$ cat config.mk
export PLATFORM = sky130hd
export DESIGN_NAME = three_order_buddy_allocator
export DESIGN_NICKNAME = d
export VERILOG_FILES = /design/src/hdl/tobuddy_pkg.sv /design/src/hdl/tobuddy_datapath.sv /design/src/hdl/tobuddy_ctrl.sv /design/src/hdl/three_order_buddy_allocator.sv
export SDC_FILE = /design/constraint.sdc
export NUM_CORES = 2
export LEC_CHECK = 0
export ABC_AREA = 1
export BUFFER_PORTS_ARGS = -buffer_cell sky130_fd_sc_hd__buf_2
export CAP_MARGIN = 10
export CORE_ASPECT_RATIO = 2
export CORE_MARGIN = 3
export CORE_UTILIZATION = 65
export CTS_CLUSTER_SIZE = 30
export DETAILED_ROUTE_END_ITERATION = 7
export PLACE_DENSITY_LB_ADDON = 0.3
export SLEW_MARGIN = 10
export SYNTH_ARGS = -nofsm -noshare
export SYNTH_HDL_FRONTEND = slang
export SYNTH_HIERARCHICAL = 1
export SYNTH_SLANG_ARGS = --single-unit
$ cat constraint.sdc
create_clock -name clk -period 23 [get_ports clk]
set_input_delay 1.15 -clock clk [delete_from_list [all_inputs] [get_ports clk]]
set_output_delay 1.15 -clock clk [all_outputs]
set_load 0.01 [all_outputs]
$ cat src/hdl/tobuddy_pkg.sv
// Package for the three-order buddy allocator.
// Holds status codes, operation codes and controller/datapath command structs.
// No dependencies.
package tobuddy_pkg;

    localparam logic [1:0] STATUS_OK      = 2'd0;
    localparam logic [1:0] STATUS_NO_MEM  = 2'd1;
    localparam logic [1:0] STATUS_INVALID = 2'd2;

    localparam logic       OP_ALLOC = 1'b0;
    localparam logic       OP_FREE  = 1'b1;

    localparam logic [1:0] ORDER_MAX  = 2'd2;
    localparam logic [1:0] MARK_TAKEN = 2'd3;

    // datapath operations issued by the controller
    typedef enum logic [3:0] {
        DP_NOP,
        DP_LOAD,       // capture request
        DP_INIT_STEP,  // clear pass: one chunk mark and order-2 entry
        DP_POP,        // pop stack of current order (check count)
        DP_POP_DATA,   // take read data as got
        DP_SPLIT,      // push buddy half at order-1
        DP_TAKE,       // mark got as taken
        DP_MARK_RD,    // read mark of buddy
        DP_SRCH_RD,    // read stack entry at search pointer
        DP_SRCH_CMP,   // compare entry
        DP_MOVE_RD,    // read top entry
        DP_MOVE_WR,    // write top into found slot, merge
        DP_PUSH        // write mark and push final block
    } dp_op_t;

    typedef struct packed {
        dp_op_t op;
    } dp_cmd_t;

    typedef struct packed {
        logic init_done;
        logic req_invalid;   // bad order or index
        logic req_free;
        logic stack_empty;   // current order stack empty
        logic at_req_order;  // split finished
        logic order_top;     // order == 2 or buddy out of pool
        logic mark_match;
        logic srch_end;
        logic srch_hit;
        logic hi_over;       // working order is 2 (alloc search at top order)
    } dp_status_t;

endpackage

$ cat src/hdl/tobuddy_datapath.sv
// Datapath of the three-order buddy allocator: free stacks, counts, marks.
// Depends on tobuddy_pkg.
module tobuddy_datapath
    import tobuddy_pkg::*;
#(
    parameter int POOL_CHUNKS = 256
)
(
    input  logic       clk,
    input  logic       rst_n,
    input  dp_cmd_t    cmd,
    input  logic       in_op,
    input  logic [1:0] in_order,
    input  logic [7:0] in_index,
    output dp_status_t stat,
    output logic [7:0] chunk_out,
    output logic [1:0] status_out
);

    localparam int GROUPED = ((POOL_CHUNKS + 3) / 4) * 4;
    localparam int DEPTH0  = GROUPED / 2;
    localparam int DEPTH1  = GROUPED / 4;
    localparam int AW      = (GROUPED > 2) ? $clog2(GROUPED) : 1;
    localparam int A0      = (DEPTH0 > 1) ? $clog2(DEPTH0) : 1;
    localparam int A1      = (DEPTH1 > 1) ? $clog2(DEPTH1) : 1;
    localparam int CW      = $clog2(DEPTH0 + 1);
    localparam int IW      = $clog2(GROUPED + 1);
    localparam int NGRP    = GROUPED / 4;
    // stack entries: split halves of a block near the top of the index range
    // run past 8 bits and are kept as they are
    localparam int EW      = 9;

    // memories
    logic [EW-1:0] stk0_mem [DEPTH0];
    logic [EW-1:0] stk1_mem [DEPTH1];
    logic [EW-1:0] stk2_mem [DEPTH1];
    logic [1:0]    mark_mem [GROUPED];

    logic [CW-1:0] cnt0_reg, cnt1_reg, cnt2_reg;
    logic [IW-1:0] init_reg;
    logic          init_done_reg;
    logic          op_reg;
    logic [1:0]    ord_reg;   // request order
    logic [1:0]    hi_reg;    // working order
    logic [7:0]    idx_reg;
    logic [EW-1:0] got_reg;
    logic [7:0]    bud_reg;
    logic [CW-1:0] ptr_reg;
    logic [EW-1:0] rd_reg;
    logic [1:0]    mrk_reg;
    logic [7:0]    chunk_reg;
    logic [1:0]    status_reg;
    logic          invalid_reg;
    logic          bud_out_reg;

    // current stack selection by hi_reg
    logic [CW-1:0] cnt_cur;
    logic [CW-1:0] cap_cur;
    always_comb
    begin
        case (hi_reg)
            2'd0:    begin cnt_cur = cnt0_reg; cap_cur = CW'(DEPTH0); end
            2'd1:    begin cnt_cur = cnt1_reg; cap_cur = CW'(DEPTH1); end
            default: begin cnt_cur = cnt2_reg; cap_cur = CW'(DEPTH1); end
        endcase
    end

    logic [1:0]    hm1;
    logic [EW-1:0] split_bud;
    logic [7:0]    free_bud;
    logic [8:0]    free_bud_w;
    assign hm1        = hi_reg - 2'd1;
    assign split_bud  = got_reg + (EW'(1) << hm1);
    assign free_bud   = idx_reg ^ (8'd1 << hi_reg);
    assign free_bud_w = {1'b0, free_bud};

    // count and capacity of order hi-1 for splits
    logic [CW-1:0] cnt_m1, cnt_cur_m1, cap_m1;
    always_comb
    begin
        case (hm1)
            2'd0:    begin cnt_m1 = cnt0_reg; cap_m1 = CW'(DEPTH0); end
            2'd1:    begin cnt_m1 = cnt1_reg; cap_m1 = CW'(DEPTH1); end
            default: begin cnt_m1 = cnt2_reg; cap_m1 = CW'(DEPTH1); end
        endcase
        cnt_cur_m1 = cnt_m1;
    end

    // stack access: read address and write
    logic [CW-1:0] rd_addr;
    logic          wr_en;
    logic [1:0]    wr_ord;
    logic [CW-1:0] wr_addr;
    logic [EW-1:0] wr_data;
    always_comb
    begin
        rd_addr = ptr_reg;
        wr_en   = 1'b0;
        wr_ord  = hi_reg;
        wr_addr = cnt_cur;
        wr_data = {1'b0, idx_reg};
        case (cmd.op)
            DP_POP:      rd_addr = cnt_cur - CW'(1);
            DP_MOVE_RD:  rd_addr = cnt_cur - CW'(1);
            DP_INIT_STEP:
            begin
                wr_en   = (init_reg < IW'(NGRP));
                wr_ord  = ORDER_MAX;
                wr_addr = CW'(init_reg);
                wr_data = EW'({init_reg, 2'b00});
            end
            DP_SPLIT:
            begin
                wr_en   = (cnt_cur_m1 < cap_m1);
                wr_ord  = hm1;
                wr_addr = cnt_m1;
                wr_data = split_bud;
            end
            DP_MOVE_WR:
            begin
                wr_en   = 1'b1;
                wr_addr = ptr_reg;
                wr_data = rd_reg;
            end
            DP_PUSH:
            begin
                wr_en = (cnt_cur < cap_cur);
            end
            default: ;
        endcase
    end

    // stack memories
    always_ff @(posedge clk)
    begin
        if (wr_en && wr_ord == 2'd0) stk0_mem[wr_addr[A0-1:0]] <= wr_data;
        if (wr_en && wr_ord == 2'd1) stk1_mem[wr_addr[A1-1:0]] <= wr_data;
        if (wr_en && wr_ord == 2'd2) stk2_mem[wr_addr[A1-1:0]] <= wr_data;
        case (hi_reg)
            2'd0:    rd_reg <= stk0_mem[rd_addr[A0-1:0]];
            2'd1:    rd_reg <= stk1_mem[rd_addr[A1-1:0]];
            default: rd_reg <= stk2_mem[rd_addr[A1-1:0]];
        endcase
    end

    // mark memory
    logic          mk_we;
    logic [AW-1:0] mk_addr;
    logic [1:0]    mk_data;
    always_comb
    begin
        mk_we   = 1'b0;
        mk_addr = AW'(bud_reg);
        mk_data = hm1;
        case (cmd.op)
            DP_INIT_STEP:
            begin
                mk_we   = (init_reg < IW'(GROUPED));
                mk_addr = AW'(init_reg);
                mk_data = (init_reg[1:0] == 2'd0 && init_reg < IW'(POOL_CHUNKS))
                          ? ORDER_MAX : 2'd0;
            end
            DP_SPLIT:
            begin
                mk_we   = ({1'b0, split_bud} < 10'(GROUPED));
                mk_addr = AW'(split_bud);
            end
            DP_TAKE:
            begin
                mk_we   = ({1'b0, got_reg} < 10'(GROUPED));
                mk_addr = AW'(got_reg);
                mk_data = MARK_TAKEN;
            end
            DP_MARK_RD:  mk_addr = AW'(free_bud);
            DP_PUSH:
            begin
                mk_we   = 1'b1;
                mk_addr = AW'(idx_reg);
                mk_data = hi_reg;
            end
            default: ;
        endcase
    end

    always_ff @(posedge clk)
    begin
        if (mk_we) mark_mem[mk_addr] <= mk_data;
        mrk_reg <= mark_mem[mk_addr];
    end

    // control registers
    always_ff @(posedge clk or negedge rst_n)
    begin
        if (!rst_n)
        begin
            cnt0_reg      <= '0;
            cnt1_reg      <= '0;
            cnt2_reg      <= '0;
            init_reg      <= '0;
            init_done_reg <= 1'b0;
        end
        else
        begin
            case (cmd.op)
                DP_INIT_STEP:
                begin
                    if (init_reg < IW'(NGRP) &&
                        {init_reg, 2'b00} < (IW + 2)'(POOL_CHUNKS))
                        cnt2_reg <= CW'(init_reg + IW'(1));
                    if (init_reg >= IW'(GROUPED - 1)) init_done_reg <= 1'b1;
                    else init_reg <= init_reg + IW'(1);
                end
                DP_POP:
                begin
                    if (cnt_cur != '0)
                    begin
                        case (hi_reg)
                            2'd0:    cnt0_reg <= cnt0_reg - CW'(1);
                            2'd1:    cnt1_reg <= cnt1_reg - CW'(1);
                            default: cnt2_reg <= cnt2_reg - CW'(1);
                        endcase
                    end
                end
                DP_SPLIT:
                begin
                    if (cnt_m1 < cap_m1)
                    begin
                        case (hm1)
                            2'd0:    cnt0_reg <= cnt0_reg + CW'(1);
                            2'd1:    cnt1_reg <= cnt1_reg + CW'(1);
                            default: cnt2_reg <= cnt2_reg + CW'(1);
                        endcase
                    end
                end
                DP_MOVE_WR:
                begin
                    case (hi_reg)
                        2'd0:    cnt0_reg <= cnt0_reg - CW'(1);
                        2'd1:    cnt1_reg <= cnt1_reg - CW'(1);
                        default: cnt2_reg <= cnt2_reg - CW'(1);
                    endcase
                end
                DP_PUSH:
                begin
                    if (cnt_cur < cap_cur)
                    begin
                        case (hi_reg)
                            2'd0:    cnt0_reg <= cnt0_reg + CW'(1);
                            2'd1:    cnt1_reg <= cnt1_reg + CW'(1);
                            default: cnt2_reg <= cnt2_reg + CW'(1);
                        endcase
                    end
                end
                default: ;
            endcase
        end
    end

    // payload registers
    always_ff @(posedge clk)
    begin
        case (cmd.op)
            DP_LOAD:
            begin
                op_reg      <= in_op;
                ord_reg     <= in_order;
                hi_reg      <= in_order;
                idx_reg     <= in_index;
                invalid_reg <= (in_order == MARK_TAKEN) ||
                               (in_op == OP_FREE && 17'(in_index) >= 17'(POOL_CHUNKS));
                chunk_reg   <= 8'd0;
                status_reg  <= STATUS_OK;
                if (in_order == MARK_TAKEN ||
                    (in_op == OP_FREE && 17'(in_index) >= 17'(POOL_CHUNKS)))
                    status_reg <= STATUS_INVALID;
            end
            DP_POP:
            begin
                if (cnt_cur == '0)
                begin
                    hi_reg <= hi_reg + 2'd1;
                    if (hi_reg == ORDER_MAX) status_reg <= STATUS_NO_MEM;
                end
            end
            DP_POP_DATA: got_reg <= rd_reg;
            DP_SPLIT:    hi_reg  <= hm1;
            DP_TAKE:     chunk_reg <= got_reg[7:0];
            DP_MARK_RD:
            begin
                bud_reg     <= free_bud;
                bud_out_reg <= (free_bud_w >= 9'(POOL_CHUNKS));
                ptr_reg     <= '0;
            end
            DP_SRCH_CMP:
            begin
                if (rd_reg != {1'b0, bud_reg}) ptr_reg <= ptr_reg + CW'(1);
            end
            DP_MOVE_WR:
            begin
                if (bud_reg < idx_reg) idx_reg <= bud_reg;
                hi_reg <= hi_reg + 2'd1;
            end
            default: ;
        endcase
    end

    always_comb
    begin
        stat.init_done    = init_done_reg;
        stat.req_invalid  = invalid_reg;
        stat.req_free     = (op_reg == OP_FREE);
        stat.stack_empty  = (cnt_cur == '0);
        stat.at_req_order = (hi_reg == ord_reg);
        stat.order_top    = (hi_reg == ORDER_MAX) ||
                            (free_bud_w >= 9'(POOL_CHUNKS));
        stat.mark_match   = (mrk_reg == hi_reg) && !bud_out_reg;
        stat.srch_end     = (ptr_reg >= cnt_cur);
        stat.srch_hit     = (rd_reg == {1'b0, bud_reg});
        stat.hi_over      = (hi_reg == ORDER_MAX);
    end

    assign chunk_out  = chunk_reg;
    assign status_out = status_reg;

endmodule

$ cat src/hdl/tobuddy_ctrl.sv
// Controller state machine for the three-order buddy allocator.
// Depends on tobuddy_pkg; drives tobuddy_datapath by command struct.
module tobuddy_ctrl
    import tobuddy_pkg::*;
(
    input  logic       clk,
    input  logic       rst_n,
    input  dp_status_t stat,
    input  logic       in_fire,
    input  logic       out_fire,
    output logic       in_ready,
    output logic       out_valid,
    output dp_cmd_t    cmd
);

    typedef enum logic [3:0] {
        S_INIT, S_IDLE, S_DISPATCH, S_POP, S_POP_DATA, S_SPLIT,
        S_TAKE, S_MARK, S_MARK_WAIT, S_SRCH_RD, S_SRCH_WAIT, S_SRCH_CMP,
        S_MOVE_RD, S_MOVE_WAIT, S_PUSH, S_OUT
    } state_t;

    state_t state_reg, state_next;

    always_comb
    begin
        state_next = state_reg;
        cmd.op     = DP_NOP;
        case (state_reg)
            S_INIT:
            begin
                cmd.op = DP_INIT_STEP;
                if (stat.init_done) state_next = S_IDLE;
            end
            S_IDLE:
            begin
                if (in_fire)
                begin
                    cmd.op     = DP_LOAD;
                    state_next = S_DISPATCH;
                end
            end
            S_DISPATCH:
            begin
                if (stat.req_invalid)  state_next = S_OUT;
                else if (stat.req_free) state_next = S_MARK;
                else                    state_next = S_POP;
            end
            S_POP:
            begin
                cmd.op = DP_POP;
                if (!stat.stack_empty) state_next = S_POP_DATA;
                else if (stat.hi_over) state_next = S_OUT;
            end
            S_POP_DATA:
            begin
                cmd.op     = DP_POP_DATA;
                state_next = S_SPLIT;
            end
            S_SPLIT:
            begin
                if (stat.at_req_order) state_next = S_TAKE;
                else cmd.op = DP_SPLIT;
            end
            S_TAKE:
            begin
                cmd.op     = DP_TAKE;
                state_next = S_OUT;
            end
            S_MARK:
            begin
                if (stat.order_top) state_next = S_PUSH;
                else
                begin
                    cmd.op     = DP_MARK_RD;
                    state_next = S_MARK_WAIT;
                end
            end
            S_MARK_WAIT:
            begin
                if (stat.mark_match) state_next = S_SRCH_RD;
                else                 state_next = S_PUSH;
            end
            S_SRCH_RD:
            begin
                if (stat.srch_end) state_next = S_PUSH;
                else               state_next = S_SRCH_WAIT;
            end
            S_SRCH_WAIT: state_next = S_SRCH_CMP;
            S_SRCH_CMP:
            begin
                cmd.op = DP_SRCH_CMP;
                if (stat.srch_hit) state_next = S_MOVE_RD;
                else               state_next = S_SRCH_RD;
            end
            S_MOVE_RD:
            begin
                cmd.op     = DP_MOVE_RD;
                state_next = S_MOVE_WAIT;
            end
            S_MOVE_WAIT:
            begin
                cmd.op     = DP_MOVE_WR;
                state_next = S_MARK;
            end
            S_PUSH:
            begin
                cmd.op     = DP_PUSH;
                state_next = S_OUT;
            end
            S_OUT:
            begin
                if (out_fire) state_next = S_IDLE;
            end
            default: state_next = S_IDLE;
        endcase
    end

    always_ff @(posedge clk or negedge rst_n)
    begin
        if (!rst_n) state_reg <= S_INIT;
        else        state_reg <= state_next;
    end

    assign in_ready  = (state_reg == S_IDLE);
    assign out_valid = (state_reg == S_OUT);

    // a result is never offered while a request is being taken
    a_excl: assert property (@(posedge clk) disable iff (!rst_n)
        !(in_ready && out_valid))
        else $error("ready and valid both high");
    // a taken request always leads to dispatch
    a_load: assert property (@(posedge clk) disable iff (!rst_n)
        in_fire |=> state_reg == S_DISPATCH)
        else $error("request not dispatched");
    // result delivery returns to idle
    a_done: assert property (@(posedge clk) disable iff (!rst_n)
        out_fire |=> in_ready)
        else $error("not idle after result");

endmodule

$ cat src/hdl/three_order_buddy_allocator.sv
// Top level of the three-order buddy allocator.
// Depends on tobuddy_pkg, tobuddy_ctrl and tobuddy_datapath.
//
//  channel  | direction | tdata (low bit up)               | tuser
//  s_axis   | in        | order_code[1:0], block_index[9:2] | op
//  m_axis   | out       | chunk_index[7:0], status[9:8]     | -
//
// The result is offered straight after dispatch for an invalid request, once the
// order-2 stack is found empty for out of memory, and after up to three pops
// and two splits for an allocate. A free does, per merge level, a mark read and
// a search of the buddy's stack, entry by entry.
// After reset a clearing pass over ((POOL_CHUNKS+3)/4)*4 chunks sets marks
// and the order-2 stack; no transaction is accepted during it.
// One transaction in flight; the result waits until m_axis_tready.
module three_order_buddy_allocator
    import tobuddy_pkg::*;
#(
    parameter int POOL_CHUNKS = 256
)
(
    input  logic        clk,
    input  logic        rst_n,
    input  logic        s_axis_tvalid,
    output logic        s_axis_tready,
    input  logic [15:0] s_axis_tdata,   // order_code[1:0], block_index[9:2]
    input  logic        s_axis_tuser,   // op
    output logic        m_axis_tvalid,
    input  logic        m_axis_tready,
    output logic [15:0] m_axis_tdata    // chunk_index[7:0], status[9:8]
);

    dp_cmd_t    cmd;
    dp_status_t stat;
    logic       in_fire, out_fire;
    logic [7:0] chunk;
    logic [1:0] status;

    assign in_fire  = s_axis_tvalid && s_axis_tready;
    assign out_fire = m_axis_tvalid && m_axis_tready;

    tobuddy_ctrl u_ctrl (
        .clk       (clk),
        .rst_n     (rst_n),
        .stat      (stat),
        .in_fire   (in_fire),
        .out_fire  (out_fire),
        .in_ready  (s_axis_tready),
        .out_valid (m_axis_tvalid),
        .cmd       (cmd)
    );

    tobuddy_datapath #(.POOL_CHUNKS(POOL_CHUNKS)) u_dp (
        .clk        (clk),
        .rst_n      (rst_n),
        .cmd        (cmd),
        .in_op      (s_axis_tuser),
        .in_order   (s_axis_tdata[1:0]),
        .in_index   (s_axis_tdata[9:2]),
        .stat       (stat),
        .chunk_out  (chunk),
        .status_out (status)
    );

    assign m_axis_tdata = {6'd0, status, chunk};

endmodule
==> impl_metrics.tcl <==
set metrics [dict create \
    cts_tree "built" \
    coreArea_mm2 0.188 \
    period_share_pct 39.0 \
    numCtsBuffers 236 \
    grt_pass1_vias 84100 \
    gp_congestion 0.940 \
    finalCriticalPeriod_ns 8.97 \
    grt_max_degree 194 \
    r2r_cells 26 \
    cts-root-buf "clkbuf_16" \
    rsz0062_at_grt "false" \
    pin_count 39 \
    initial_core_util_pct 65.5 \
    antenna_found_initial 6 \
    tns_ns 0 \
    drt_iter0_markers 9761 \
    avgSynthCellArea_um2 11.0 \
    drc 0 \
    ys.flop_type "edfxtp_1" \
    maxSlewViolCount 0 \
    cts_max_level 4 \
    synth_seq_cells 2914 \
    skew_ns 0.0638 \
    post_cts_buffers 0 \
    synthArstFlopShare_pct 1.30 \
    drtAntennaViolNets 0 \
    io_buffers 26 \
    cts.repair.resized 0 \
    grt_pass1_wl_mm 496 \
    fmax_mhz 111 \
    syn_to_final_growth_pct 7.33 \
    drt-pass1-iter-count 7 \
    largest_register_ffs 1152 \
    endpoint_kind "register" \
    synth_area_mm2 0.123 \
    hold_class "in -> async" \
    rows 225 \
    grt.total_usage_pct 33.9 \
    setup_viol 0 \
    cts_sinks 2914 \
    drv_cap 0 \
    cp-endpoint "u_dp/rd_reg[7]" \
    vias 85100 \
    hold_viol_final 0 \
    die_h_um 622 \
    crit_path_start "u_dp/hi_reg[0]" \
    crit_arrival_ns 9.80 \
    routed_wirelength_mm 336 \
    ys_types 53 \
    rrSetupSlack_ns 14.03 \
    clk_pin_slew_ns 0.07 \
    synthCells 11200 \
    tightest_slew_ns 1.28 \
    die_x_um 314 \
    clock_latency_ns 0.90 \
    vias_per_cell 6.25 \
    layout_commonest_cell "nand2_1" \
    cts_hold_buf 0 \
    fillers 12700 \
    synth_edf_count 2865 \
    wire_per_inst_um 24.7 \
    crit_required_ns 23.82 \
    outcome "complete, no violations" \
    final_cell_mix "nand2_1 (3,987), edfxtp_1 (2,865), nand3_1 (2,400)" \
    cts_max_path_buffers 4 \
    yosysWarnings 6 \
    crit_type "reg -> reg" \
    critPathMaxFanout 182 \
    fin_nets 11000 \
    drive_above_1_share_pct 5.55 \
    reg2reg_from "u_dp/hi_reg[0]" \
    hpwl_mm 206 \
    ys_seq_area_share_pct 70.7 \
    die_area_mm2 0.195 \
    cp-start-kind "register" \
    grt-ovfl-total 0 \
    r2r_end "u_dp/rd_reg[7]" \
    relSlewSlack_pct 14.6 \
]
## area by class of cell
| cell class | count | area, um^2 | share of cell area (%) |
|---|---|---|---|
| Clock buffer | 280 | 6130 | 4.63 |
| Multi-Input combinational cell | 7426 | 32600 | 24.6 |
| Antenna cell | 7 | 17.5 | 0.0132 |
| Tap cell | 2497 | 3120 | 2.36 |
| Inverter | 181 | 702 | 0.530 |
| Clock inverter | 151 | 1450 | 1.10 |
| Sequential cell | 2914 | 87200 | 65.8 |
| Timing Repair Buffer | 159 | 1240 | 0.937 |
## how the worst min path moves through the flow
stage,cells after the start,from,to
floorplan,0,u_dp/rd_reg[4],u_dp/got_reg[4]
global placement,1,u_dp/init_done_reg,u_dp/init_done_reg
detailed placement,1,u_dp/init_done_reg,u_dp/init_done_reg
CTS,1,rst_n,u_dp/cnt2_reg[1]
global route,1,rst_n,u_dp/cnt1_reg[7]
finish,1,rst_n,u_dp/cnt1_reg[7]
## Yosys cell counts, drive strengths merged (14+ instances only)
cell	count	share of area, %
a21oi	41	0.19
buf	490	2.0
clkbuf	200	0.61
dfrtp	38	0.77
edfxtp	2865	70
ha	51	0.52
inv	178	0.54
nand2	4005	12
nand3	2405	9.8
nor2	654	2.1
nor3	14	0.073
o21ai	117	0.49
o22ai	17	0.086
xor2	31	0.22
## per-layer routing
layer	routed length, um	track usage (%)
met5	34	0
met1	103000	34.9
met3	26000	5.30
met4	36000	31.0
met2	171000	58.7
## kinds of logic after synthesis
kind of cell | share of synthesized area [%]
adder cells (fa/ha/maj) | 0.566
flip-flops | 70.7
AND/OR/NAND/NOR | 24.2
other | 0.00304
buffers and inverters | 3.14
AO/OA/AOI/OAI | 1.08
XOR/XNOR | 0.305
## per-stage QoR
step                      cells  hold slack, ns  worst slack (ns)  utilization, %  cell area [um^2]
after global placement    13200           0.432             14.67            66.3            125000
final                     13600           0.404             14.03            70.3            132000
after CTS                 13600           0.403             14.50            70.3            132000
after detailed placement  13200           0.445             14.47            66.3            125000
after floorplan           11200           0.408              8.51               -            123000
after global routing      13600           0.466             13.73            70.3            132000
## critical path, stage by stage (launching register included)
cell	delay [ns]
edfxtp_1	0.54
inv_1	0.23
ha_1	0.52
nand2_1	0.10
nand2_1	0.11
o2111ai_1	0.31
nand2_2	0.30
nor2_4	0.08
a21oi_2	0.25
inv_2	0.23
nand2_2	0.12
buf_4	0.29
nand2_8	0.43
inv_8	0.90
buf_4	0.71
buf_4	0.79
buf_4	0.82
nand2_1	0.15
nand3_1	0.12
nand3_1	0.16
nand3_1	0.15
nand2_1	0.10
nand2_1	0.06
nand3_1	0.22
nand3_1	0.43
nand3_1	0.25
nand2_1	0.16
Power is not shown: default switching activity piles up to over one toggle a cycle in this logic, so the estimate is an artifact.
